===== src/cfh_pkg.sv =====
// Shared types, constants and helpers for the charge field heat map.
// Used by cfh_in_if, the controller, the datapath and the top level.
// Has no dependencies.
package cfh_pkg;

	localparam int MaxCharges = 1024;
	localparam int SlotBits   = 10;
	localparam int CoordBits  = 12;
	localparam int CountBits  = 11;

	// Offset of 0.01 in units of 2^-12.
	localparam logic [25:0] OffsetQ12  = 26'd41;
	localparam logic [10:0] ColorSteps = 11'd1149;

	localparam logic [10:0] BandBlue   = 11'd255;
	localparam logic [10:0] BandGreen  = 11'd510;
	localparam logic [10:0] BandYellow = 11'd765;
	localparam logic [10:0] BandRed    = 11'd1020;
	localparam logic [10:0] BandDark   = 11'd1276;
	localparam logic [10:0] ColorFull  = 11'd255;
	localparam logic [10:0] ColorHalf  = 11'd127;

	typedef enum logic [1:0] {
		MODE_LOAD    = 2'd0,
		MODE_MEASURE = 2'd1,
		MODE_COLOR   = 2'd2,
		MODE_FRAME   = 2'd3
	} mode_t;

	typedef enum logic [1:0] {
		REG_FIELD_K  = 2'd0,
		REG_IN_USE   = 2'd1,
		REG_TOP_FRAC = 2'd2,
		REG_BOT_FRAC = 2'd3
	} reg_idx_t;

	typedef enum logic [1:0] {
		DV_T1,
		DV_T2,
		DV_LV
	} dv_sel_t;

	typedef struct packed {
		logic                take;
		logic                mem_wr;
		logic                mem_rd;
		logic [SlotBits-1:0] addr;
		logic                calc_d;
		logic                sq_start;
		logic                sq_final;
		logic                mul_k;
		logic                dv_start;
		dv_sel_t             dv_sel;
		logic                acc;
		logic                fin_sq;
		logic                f_load;
		logic                col_mul;
		logic                finish;
	} cmd_t;

	typedef struct packed {
		mode_t mode;
		logic  sq_done;
		logic  dv_done;
		logic  col_ok;
		logic  out_full;
	} stat_t;

	// Six-band heat map; a level past the last band stays dark red.
	function automatic logic [23:0] heat_rgb(input logic [42:0] lv);
		logic [10:0] l;
		logic [10:0] r;
		logic [10:0] g;
		logic [10:0] b;
		l = lv[10:0];
		r = '0;
		g = '0;
		b = '0;
		if (lv > {32'b0, ColorSteps}) begin
			r = ColorHalf;
		end else if (l <= BandBlue) begin
			b = l;
		end else if (l <= BandGreen) begin
			g = l - BandBlue;
			b = ColorFull;
		end else if (l <= BandYellow) begin
			r = l - BandGreen;
			g = ColorFull;
			b = BandYellow - l;
		end else if (l <= BandRed) begin
			r = ColorFull;
			g = BandRed - l;
		end else begin
			r = BandDark - l;
		end
		return {r[7:0], g[7:0], b[7:0]};
	endfunction

endpackage


===== src/cfh_ctrl.sv =====
// Controller of the heat map: sequences each word through the datapath and
// walks the charge table for pixel words. Depends on cfh_pkg.
module cfh_ctrl (
	input  logic                          clk,
	input  logic                          arst_n,
	input  logic                          in_valid,
	output logic                          in_ready,
	input  logic [cfh_pkg::CountBits-1:0] charges_in_use,
	input  cfh_pkg::stat_t                stat,
	output cfh_pkg::cmd_t                 cmd
);
	import cfh_pkg::*;

	typedef enum logic [4:0] {
		S_IDLE,
		S_DISPATCH,
		S_RD,
		S_CALC,
		S_SQ_GO,
		S_SQ_WAIT,
		S_MK,
		S_DV1,
		S_DV1_WAIT,
		S_DV2,
		S_DV2_WAIT,
		S_ACC,
		S_FIN_SQ,
		S_FIN_GO,
		S_FIN_WAIT,
		S_COL_MUL,
		S_COL_CHK,
		S_COL_WAIT,
		S_RES
	} state_t;

	state_t               state_q;
	logic [CountBits-1:0] idx_q;
	logic [CountBits-1:0] n_use;
	logic [CountBits-1:0] idx_inc;

	assign n_use    = (charges_in_use > CountBits'(MaxCharges))
		? CountBits'(MaxCharges) : charges_in_use;
	assign idx_inc  = idx_q + 1'b1;
	assign in_ready = (state_q == S_IDLE);

	always_comb begin
		cmd        = '0;
		cmd.addr   = idx_q[SlotBits-1:0];
		cmd.dv_sel = DV_T1;
		case (state_q)
			S_IDLE:     cmd.take = in_valid;
			S_DISPATCH: cmd.mem_wr = (stat.mode == MODE_LOAD);
			S_RD:       cmd.mem_rd = 1'b1;
			S_CALC:     cmd.calc_d = 1'b1;
			S_SQ_GO:    cmd.sq_start = 1'b1;
			S_MK:       cmd.mul_k = 1'b1;
			S_DV1:      cmd.dv_start = 1'b1;
			S_DV2: begin
				cmd.dv_start = 1'b1;
				cmd.dv_sel   = DV_T2;
			end
			S_ACC:      cmd.acc = 1'b1;
			S_FIN_SQ:   cmd.fin_sq = 1'b1;
			S_FIN_GO: begin
				cmd.sq_start = 1'b1;
				cmd.sq_final = 1'b1;
			end
			S_FIN_WAIT: cmd.f_load = stat.sq_done;
			S_COL_MUL:  cmd.col_mul = 1'b1;
			S_COL_CHK: begin
				cmd.dv_start = stat.col_ok;
				cmd.dv_sel   = DV_LV;
			end
			S_COL_WAIT: cmd.dv_sel = DV_LV;
			S_RES:      cmd.finish = !stat.out_full;
			default:    cmd.take = 1'b0;
		endcase
	end

	always_ff @(posedge clk or negedge arst_n) begin
		if (!arst_n) begin
			state_q <= S_IDLE;
			idx_q   <= '0;
		end else begin
			case (state_q)
				S_IDLE: begin
					if (in_valid) begin
						state_q <= S_DISPATCH;
					end
				end
				S_DISPATCH: begin
					idx_q <= '0;
					if (stat.mode == MODE_MEASURE || stat.mode == MODE_COLOR) begin
						state_q <= (n_use == '0) ? S_FIN_SQ : S_RD;
					end else begin
						state_q <= S_RES;
					end
				end
				S_RD:      state_q <= S_CALC;
				S_CALC:    state_q <= S_SQ_GO;
				S_SQ_GO:   state_q <= S_SQ_WAIT;
				S_SQ_WAIT: begin
					if (stat.sq_done) begin
						state_q <= S_MK;
					end
				end
				S_MK:      state_q <= S_DV1;
				S_DV1:     state_q <= S_DV1_WAIT;
				S_DV1_WAIT: begin
					if (stat.dv_done) begin
						state_q <= S_DV2;
					end
				end
				S_DV2:     state_q <= S_DV2_WAIT;
				S_DV2_WAIT: begin
					if (stat.dv_done) begin
						state_q <= S_ACC;
					end
				end
				S_ACC: begin
					if (idx_inc >= n_use) begin
						state_q <= S_FIN_SQ;
					end else begin
						idx_q   <= idx_inc;
						state_q <= S_RD;
					end
				end
				S_FIN_SQ:  state_q <= S_FIN_GO;
				S_FIN_GO:  state_q <= S_FIN_WAIT;
				S_FIN_WAIT: begin
					if (stat.sq_done) begin
						state_q <= (stat.mode == MODE_COLOR) ? S_COL_MUL : S_RES;
					end
				end
				S_COL_MUL: state_q <= S_COL_CHK;
				S_COL_CHK: state_q <= stat.col_ok ? S_COL_WAIT : S_RES;
				S_COL_WAIT: begin
					if (stat.dv_done) begin
						state_q <= S_RES;
					end
				end
				S_RES: begin
					if (!stat.out_full) begin
						state_q <= S_IDLE;
					end
				end
				default: state_q <= S_IDLE;
			endcase
		end
	end
endmodule


===== config.mk =====
export PLATFORM = sky130hd
export DESIGN_NAME = cfh_ctrl
export DESIGN_NICKNAME = d
export VERILOG_FILES = /design/src/cfh_pkg.sv /design/src/cfh_ctrl.sv
export SDC_FILE = /design/constraint.sdc
export NUM_CORES = 1
export LEC_CHECK = 0
export BUFFER_PORTS_ARGS = -buffer_cell sky130_fd_sc_hd__buf_2
export CAP_MARGIN = 20
export CORE_MARGIN = 4
export CORE_UTILIZATION = 55
export CTS_CLUSTER_SIZE = 20
export DETAILED_ROUTE_END_ITERATION = 8
export PLACE_DENSITY = 0.83
export SYNTH_ARGS = -nofsm -noshare
export SYNTH_HDL_FRONTEND = slang
export SYNTH_SLANG_ARGS = --single-unit

===== constraint.sdc =====
create_clock -name clk -period 4.3 [get_ports clk]
set_input_delay 0.86 -clock clk [delete_from_list [all_inputs] [get_ports clk]]
set_output_delay 0.86 -clock clk [all_outputs]
set_load 0.05 [all_outputs]

==> results of run 1 <==
-- kinds of logic (layout without fill, tap and decap cells) --
group | count (synthesis) | count (layout) | synth area share [%]
xor+xnor | 10 | 10 | 5.26
buf+inv | 30 | 59 | 9.84
flops | 16 | 16 | 24.0
compound gates | 42 | 42 | 18.6
simple gates | 99 | 99 | 30.0
mux | 3 | 3 | 1.80
fa+ha+maj | 14 | 14 | 10.5
-- critical path, stage by stage (launching register included) --
cell and delay [ns]:
dfrtp_1 0.70, inv_1 0.26, or4_1 0.79, nor2_1 0.16, buf_2 0.28
-- flip-flops by register name, indices dropped and copies added, names as in the netlist --
signal / cells
state_q: 5
idx_q: 11
-- final cells by class --
type                       instances  area [µm²]  area share [%]
multi-input combinational        168        1100            59.6
sequential                        16         400            21.7
timing repair buffer              47         240            13.0
tap                               31        38.8            2.10
clock buffer                       4        36.3            1.96
inverter                           8        30.0            1.62
-- final timing paths --
check / start / end / slack (ns) / cells past startpoint
min in group clk: idx_q[9] / idx_q[9] / 0.59 / 1
max in group asynchronous: arst_n / idx_q[10] / 3.57 / 1
min reg2reg: idx_q[9] / idx_q[9] / 0.59 / 1
max reg2reg: idx_q[0] / idx_q[6] / 1.35 / 12
max: state_q[0] / cmd[23] / 0.96 / 4
min: arst_n / state_q[1] / 0.46 / 1
-- stage by stage --
stage | instance area, µm² | setup slack (ns) | utilization (%)
2_1_floorplan | 1670 | 1.03 | -
3_3_place_gp | 1810 | 1.38 | 64.0
3_5_place_dp | 1810 | 1.34 | 64.0
4_1_cts | 1850 | 0.993 | 65.3
5_1_grt | 1850 | 0.797 | 65.3
6_report | 1850 | 0.958 | 65.3
-- layer usage --
layer  vias up  part of all wire (%)  routed length [µm]  track usage, %
li1        823                     -                   -               -
met1       748                    48                1820            28.2
met2        54                    45                1710            31.1
met3         4                   5.4                 204            2.70
met4         0                   1.1                  42            5.79
met5         -                     0                   0               0
-- Yosys cell counts, types with 2 or more instances --
cell type | instances | area share (%)
buf_4 | 12 | 5.4
nor2_1 | 18 | 4.1
nand3_1 | 8 | 2.4
mux2i_1 | 3 | 1.8
a32oi_1 | 3 | 1.6
ha_1 | 14 | 11
nor4_1 | 5 | 1.9
clkbuf_1 | 5 | 1.1
a21oi_1 | 10 | 3.0
buf_2 | 5 | 1.5
nor3_1 | 7 | 2.1
nor3b_1 | 2 | 0.90
and3_1 | 9 | 3.4
nand3b_1 | 2 | 0.90
nor2b_1 | 3 | 1.1
a31o_2 | 10 | 5.3
dfrtp_1 | 16 | 24
nand2_1 | 30 | 6.8
nand4_1 | 3 | 1.1
xnor2_1 | 4 | 2.1
inv_1 | 7 | 1.6
o21ai_0 | 6 | 1.8
nand2b_1 | 3 | 1.1
a221oi_1 | 2 | 1.1
xor2_1 | 6 | 3.2
-- power groups by stage --
stage | Sequential [mW] | Combinational (mW) | Clock [mW]
after floorplan | 0.193 | 0.461 | 0
after CTS | 0.264 | 0.469 | 0.105
after detailed placement | 0.267 | 0.467 | 0
after global placement | 0.265 | 0.462 | 0
after global routing | 0.277 | 0.516 | 0.114
final | 0.266 | 0.471 | 0.102
==> metrics, run 1 <==
drt drc 0; die area roughly 4000 µm²; Post-synth EDFFs 0; CP arrival between 2 and 2.5 ns; Total GRT Usage between 10% and 20%; H-tree levels 1; layout filler cell count around 280; maxcap violations 0; largest net degree at the start of global routing 21; Mapped Area between 1500 and 2000 µm²; final hold slack 0.460 ns; Worst Tran Pin Value 0.547 ns; Chip Height between 60 and 70 µm; Logic pwr share 56.1%; WS Path Type reg2out; port bufs 45; CTS resizes 0; via count 1629; final hold violations 0; most common cell after layout, fill and taps aside buf_2; share of synthesized registers carrying an async set or reset 100%; Area growth syn-to-layout 10.9%; Max IR drop VDD about 0.30 mV; Routed Antenna Nets 0; Hold Crit Class in2async; CTS buffer count 3; average cell area after synthesis 7.79 µm²; grt total ovfl 0; first-pass GRT wire length 6530 µm; FP Rows 19; Power Density 454 nW/µm²; Skew-Pair Late Insertion Delay 0.29 ns; CTS tree done; Slew Limit Headroom 63.5%; DP Cell Count between 200 and 300; unrepaired setup endpoints after global routing no; CP Capture Type output port; fin cells 274; postcts setup bufs 0; Startpoint Class flop; Final #Nets 278; final wirelength 3780 µm; Final setup viols 0; fraction of layout cells with a size suffix above 1 a little over a quarter; CTS Hold Bufs 0; cell-internal power 382 µW; DP HPWL 2870 µm; Worst Skew 0.00705 ns; synth unique cells 46; Max Slew Vio Count 0; routability cong. 0.881; Worst-path clk slew roughly 0.10 ns; routed vias/inst 5.95; NetSw 457 µW; antenna cells 0; final critical-path required period about 3.3 ns; Ys Warns 0; CTS max path bufs 2; setup TNS 0 ns; Tcrit/Tclk final between 70 and 80%; Tot Pwr roughly 840 µW; CP required approximately 3.4 ns; fmax 0.299 GHz; switching part of the total power between 50% and 60%; DR WL/cell approximately 14 µm; main flop type after synthesis dfrtp_1; Yosys reg bits 16; clock sink count 16; vias in the first global route 1407; CP Max Fanout 20; LEAKAGE between 0.9 and 1 nW; Initial Utilization between 50% and 60%; gate count after technology mapping 214; 1st-pass router iterations 4; DR iter-0 viols 96; syn_nets 248; Chip Width 63.0 µm; register share of total power 31.7%; Seq/Total Area, Yosys 24.0%; CTS root buf clkbuf_4; status complete, no violations; io pins 46; commonest non-fill, non-tap cells in the layout buf_2, nand2_1, nor2_1, dfrtp_1, ha_1; antenna violations before repair 0; total core area approximately 2800 µm²; clock group share of total power 12.1%
Note: power is estimated with default switching activity, not from simulation.
==> inputs of run 2 (changes only) <==
Settings changed: CORE_UTILIZATION 55 to 53, PLACE_DENSITY 0.83 to 0.81.
Clock period 4.3 ns to 3.5 ns, I/O delays scaled along.
==> run 2 against run 1 <==
First-iteration DRC count is 54% higher. Sequential share of layout area is 0.36 points lower. Clock power is 22% higher. Sequential power is 4% higher. Final cell count is 5.5% higher. Hold slack worse by 0.15 ns. Clock skew is 0.0015 ns higher. Utilization is 3.3 points lower. Non-clock buffer count is 2 higher. Via count is 2.5% higher. Wire length is 4.8% higher. Power is 25% higher. Largest cell class unchanged. Largest power group unchanged.
==> metrics, run 2 (synthesized netlist as in run 1, its figures left out) <==
Power Density 558 nW/µm²; final critical-path required period between 3 and 4 ns; FP Rows 20; CTS max path bufs 2; Max Slew Vio Count 0; DR WL/cell 13.7 µm; Startpoint Class flop; final wirelength 3960 µm; port bufs 45; DP HPWL 3090 µm; most common cell after layout, fill and taps aside buf_2; drt drc 0; routed vias/inst ~5.8; 1st-pass router iterations 6; io pins 46; first-pass GRT wire length 6830 µm; final worst setup slack 0.493 ns; R2R setup slack 0.63 ns; status complete, no violations; Reg-to-Reg End idx_q[5]; largest net degree at the start of global routing 20; LEAKAGE 1.00 nW; Final setup viols 0; Tcrit/Tclk final 85.9%; Max IR drop VDD 0.271 mV; CTS Hold Bufs 0; DR iter-0 viols 148; commonest non-fill, non-tap cells in the layout buf_2, nand2_1, nor2_1, dfrtp_1, ha_1; Util after Layout 62.1%; total core area 3030 µm²; CTS tree done; top flop regs idx_q (11), state_q (5); fmax 0.333 GHz; CTS root buf clkbuf_4; antenna violations before repair 0; Total GRT Usage 20.3%; Biggest register idx_q; vias in the first global route 1556; routability cong. 0.819; Hold Crit Class in2async; maxcap violations 0; Worst-path clk slew 0.10 ns; WS Path Type reg2out; unrepaired setup endpoints after global routing no; clock sink count 16; grt total ovfl 0; reg2reg start idx_q[0]; postcts setup bufs 0; setup TNS 0 ns; max reg flops 11; Skew-Pair Late Insertion Delay between 0.2 and 0.3 ns; Post-Place Worst Slack between 0.6 and 0.7 ns; Worst Tran Pin Value 0.563 ns; Area growth syn-to-layout 12.8%; Slew Limit Headroom 62.5%; multi-input logic area 1100 µm²; CTS buffer count 3; CP Capture Type output port; Reg2Reg Depth 12; H-tree levels 1; Initial Utilization 55.0%; final hold violations 0; fraction of layout cells with a size suffix above 1 27.3%; via count 1670; CP arrival 2.31 ns; CP Max Fanout 14; Reg area 400 µm²; CTS resizes 0; layout filler cell count 285; Final #Nets 280; die area 4110 µm²; Chip Height approximately 64 µm; antenna cells 0; Tot Pwr 1.05 mW; CP required 2.80 ns; Chip Width 64.1 µm; Routed Antenna Nets 0; Worst Skew between 0.008 and 0.009 ns
run 2: area by class of cell:
cell class                 instances  share of cell area (%)
clock buffer                       4                    1.93
timing repair buffer              49                    13.6
tap                               44                    2.93
multi-input combinational        168                    58.7
sequential                        16                    21.3
inverter                           8                    1.60
run 2: per-layer routing:
layer  share of wire (%)  track usage [%]  routed length [µm]  vias to the layer above
li1                    -                -                   -                      825
met3                 8.2             3.16                 324                       12
met5                   0                0                   0                        -
met1                  43             25.0                1700                      756
met2                  47             35.2                1850                       77
met4                 2.0             7.82                  80                        0
run 2: critical path, cell delays in order, from the launching register on:
cell and delay (ns):
dfrtp_1 0.52, or2_1 0.36, or4_1 0.69, nor2_1 0.17, buf_2 0.28
run 2: worst max-delay path by stage:
stage                             startpoint        to  cells after the start
after global routing              state_q[2]   cmd[23]                      4
final                             state_q[2]   cmd[23]                      4
after CTS                         state_q[2]   cmd[23]                      4
after floorplan                   state_q[0]   cmd[10]                      4
after global placement    charges_in_use[10]  idx_q[2]                     10
after detailed placement            idx_q[0]  idx_q[1]                     12
run 2: power breakdown:
group	leakage [nW]	internal, mW	total [mW]	switching, mW
Combinational	0.763	0.207	0.648	0.440
Clock	0.0210	0.0634	0.124	0.0602
Sequential	0.218	0.214	0.277	0.0627
run 2: through the flow:
step                      std cells  hold WS [ns]  instance area (µm²)
after floorplan                 214         0.404                 1670
after global placement          285         0.539                 1840
after global routing            289         0.342                 1880
after CTS                       289         0.317                 1880
final                           289         0.308                 1880
after detailed placement        285         0.550                 1840
==> inputs of run 3 (changes only) <==
Settings changed: CORE_MARGIN 4 to 1, CORE_UTILIZATION 53 to 48, PLACE_DENSITY 0.81 to 0.77, REMOVE_ABC_BUFFERS set to 1.
Clock period 3.5 ns to 2.4 ns, I/O delays scaled along.
==> run 3 against run 2 <==
Critical path depth is 9 higher. Sequential cell count stayed put. Die area is 9.6% lower. Design area is 16% higher. Utilization is 3.3 points higher. The run now ends with negative setup slack left. Worst setup slack worse by 0.62 ns. Global-route usage is 2.8 points higher. Clock skew is 0.0019 ns lower. Register-to-register slack worse by 0.76 ns. Via count is 3.6% higher.
==> metrics, run 3 (synthesized netlist as in run 1, its figures left out) <==
status finished with violations; CP required 2.59 ns; Max Slew Vio Count 0; CTS root buf clkbuf_4; H-tree levels 1; port bufs 45; largest net degree at the start of global routing 20; Startpoint Class flop; Worst-path clk slew about 0.1 ns; CTS tree done; Chip Width 60.9 µm; Area growth syn-to-layout 30.9%; antenna violations before repair 0; first-pass GRT wire length between 6000 and 7000 µm; grt total ovfl 0; fmax 0.396 GHz; 1st-pass router iterations 4; Tcrit/Tclk final 105%; setup TNS -1.06 ns; FP Rows 21; CTS buffer count 3; NetSw 843 µW; Total GRT Usage ~23%; Power Density about 720 nW/µm²; via count 1730; CP arrival 2.72 ns; register share of total power 24.8%; final hold violations 0; Logic pwr share 66.0%; Max IR drop VDD roughly 0.54 mV; Worst Tran Pin Value 0.501 ns; commonest non-fill, non-tap cells in the layout buf_2, nand2_1, buf_4, nor2_1, dfrtp_1; Util after Layout 65.4%; io pins 46; clock sink count 16; Routed Antenna Nets 0; Reg2Reg Depth 13; antenna cells 0; CTS max path bufs 2; Biggest register idx_q; total core area about 3300 µm²; top flop regs idx_q (11), state_q (5); Worst Skew 0.00661 ns; Initial Utilization 49.9%; Chip Height 60.9 µm; most common cell after layout, fill and taps aside buf_2; reg2reg start idx_q[0]; routed vias/inst 5.53; max reg flops 11; final worst setup slack -0.128 ns; Slew Limit Headroom 66.6%; DR WL/cell 13.7 µm; slowest CP cell dfrtp_1; maxcap violations 0; critical path's top delay family simple AND/OR/NAND/NOR gates; violated checks negative setup slack; routability cong. 0.861; CP Max Fanout 7; final critical-path required period 2.53 ns; drt drc 0; CP Capture Type flop; vias in the first global route 1402; Max stage delay on crit path 0.39 ns; WP buf/inv 2; Final #Nets 303; R2R setup slack -0.13 ns; fraction of layout cells with a size suffix above 1 40.8%; clock group share of total power 9.1%; final wirelength roughly 4300 µm; DR iter-0 viols roughly 140; Final setup viols 12; die area 3710 µm²; Reg-to-Reg End idx_q[9]; Critical Path Most Common Cell nand2_2; Skew-Pair Late Insertion Delay 0.29 ns; LEAKAGE 1.15 nW; WS Path Type reg2reg; unrepaired setup endpoints after global routing yes; cell-internal power roughly 730 µW; switching part of the total power 53.6%; Hold Crit Class in2async; cells along the critical path ha_2 > nand2_2 > nor2_4 > and3_4 > xor2_2 > ha_1 > nand2_2 > nor3_2 > a221oi_2 > buf_4 > clkbuf_16 > and3_1 > a31o_2; DP HPWL about 3200 µm
-- run 3: worst reg2reg max path, delay by kind of cell (launching register included) --
family	cells	cell delay (ns)
AOI/OAI and AO/OA	2	0.28
buffers and inverters	2	0.32
DFF	1	0.39
adders and majority gates	2	0.52
and+or+nand+nor	6	0.77
xor gates and xnor gates	1	0.15
-- run 3: how the worst max path moves through the flow --
| stage | cells after the start | start | end | slack, ns |
|---|---|---|---|---|
| after floorplan | 11 | idx_q[0] | idx_q[1] | -1.19 |
| after global placement | 14 | idx_q[0] | state_q[3] | -0.13 |
| after detailed placement | 14 | idx_q[0] | state_q[3] | -0.22 |
| after CTS | 14 | idx_q[0] | state_q[3] | -0.13 |
| after global routing | 11 | idx_q[5] | state_q[3] | -0.23 |
| final | 13 | idx_q[0] | idx_q[9] | -0.13 |
-- run 3: layer usage --
layer	vias to the layer above	global-route usage, %	wire [µm]
met5	-	0	0
met4	0	4.22	23
met3	4	4.48	182
met2	49	36.6	2160
met1	804	33.2	1920
li1	873	-	-
-- run 3: per-stage QoR --
| step | hold slack (ns) | cells | power [mW] | instance area, µm² | worst slack [ns] |
|---|---|---|---|---|---|
| 6_report | 0.0926 | 313 | 1.57 | 2180 | -0.128 |
| 5_1_grt | 0.107 | 313 | 1.71 | 2180 | -0.230 |
| 4_1_cts | 0.0990 | 311 | 1.56 | 2090 | -0.130 |
| 3_5_place_dp | 0.417 | 308 | 1.41 | 2020 | -0.220 |
| 3_3_place_gp | 0.408 | 308 | 1.39 | 2020 | -0.131 |
| 2_1_floorplan | 0.184 | 192 | 1.10 | 1530 | -1.19 |
-- run 3: cell type report --
class	instances	area, µm²
well taps	46	57.6
inverters	8	30.0
multi-input cells	168	1210
repair buffers	72	462
fillers	284	1160
clock buffers	3	22.5
flip-flops and latches	16	402
-- run 3: power groups by stage --
stage	sequential [mW]	combinational, mW	clock [mW]
2_1_floorplan	0.463	0.635	0
3_3_place_gp	0.391	0.997	0
3_5_place_dp	0.393	1.01	0
4_1_cts	0.388	1.02	0.145
5_1_grt	0.404	1.15	0.154
6_report	0.391	1.04	0.144
-- run 3: timing repair --
| action | CTS | global route |
|---|---|---|
| cloned | 0 | 1 |
| resized for setup | 11 | 15 |
| hold buffers | 0 | 0 |
| endpoints found under the setup margin | 14 | 22 |
| pin swaps | 6 | 4 |
| buffers inserted | 1 | 1 |
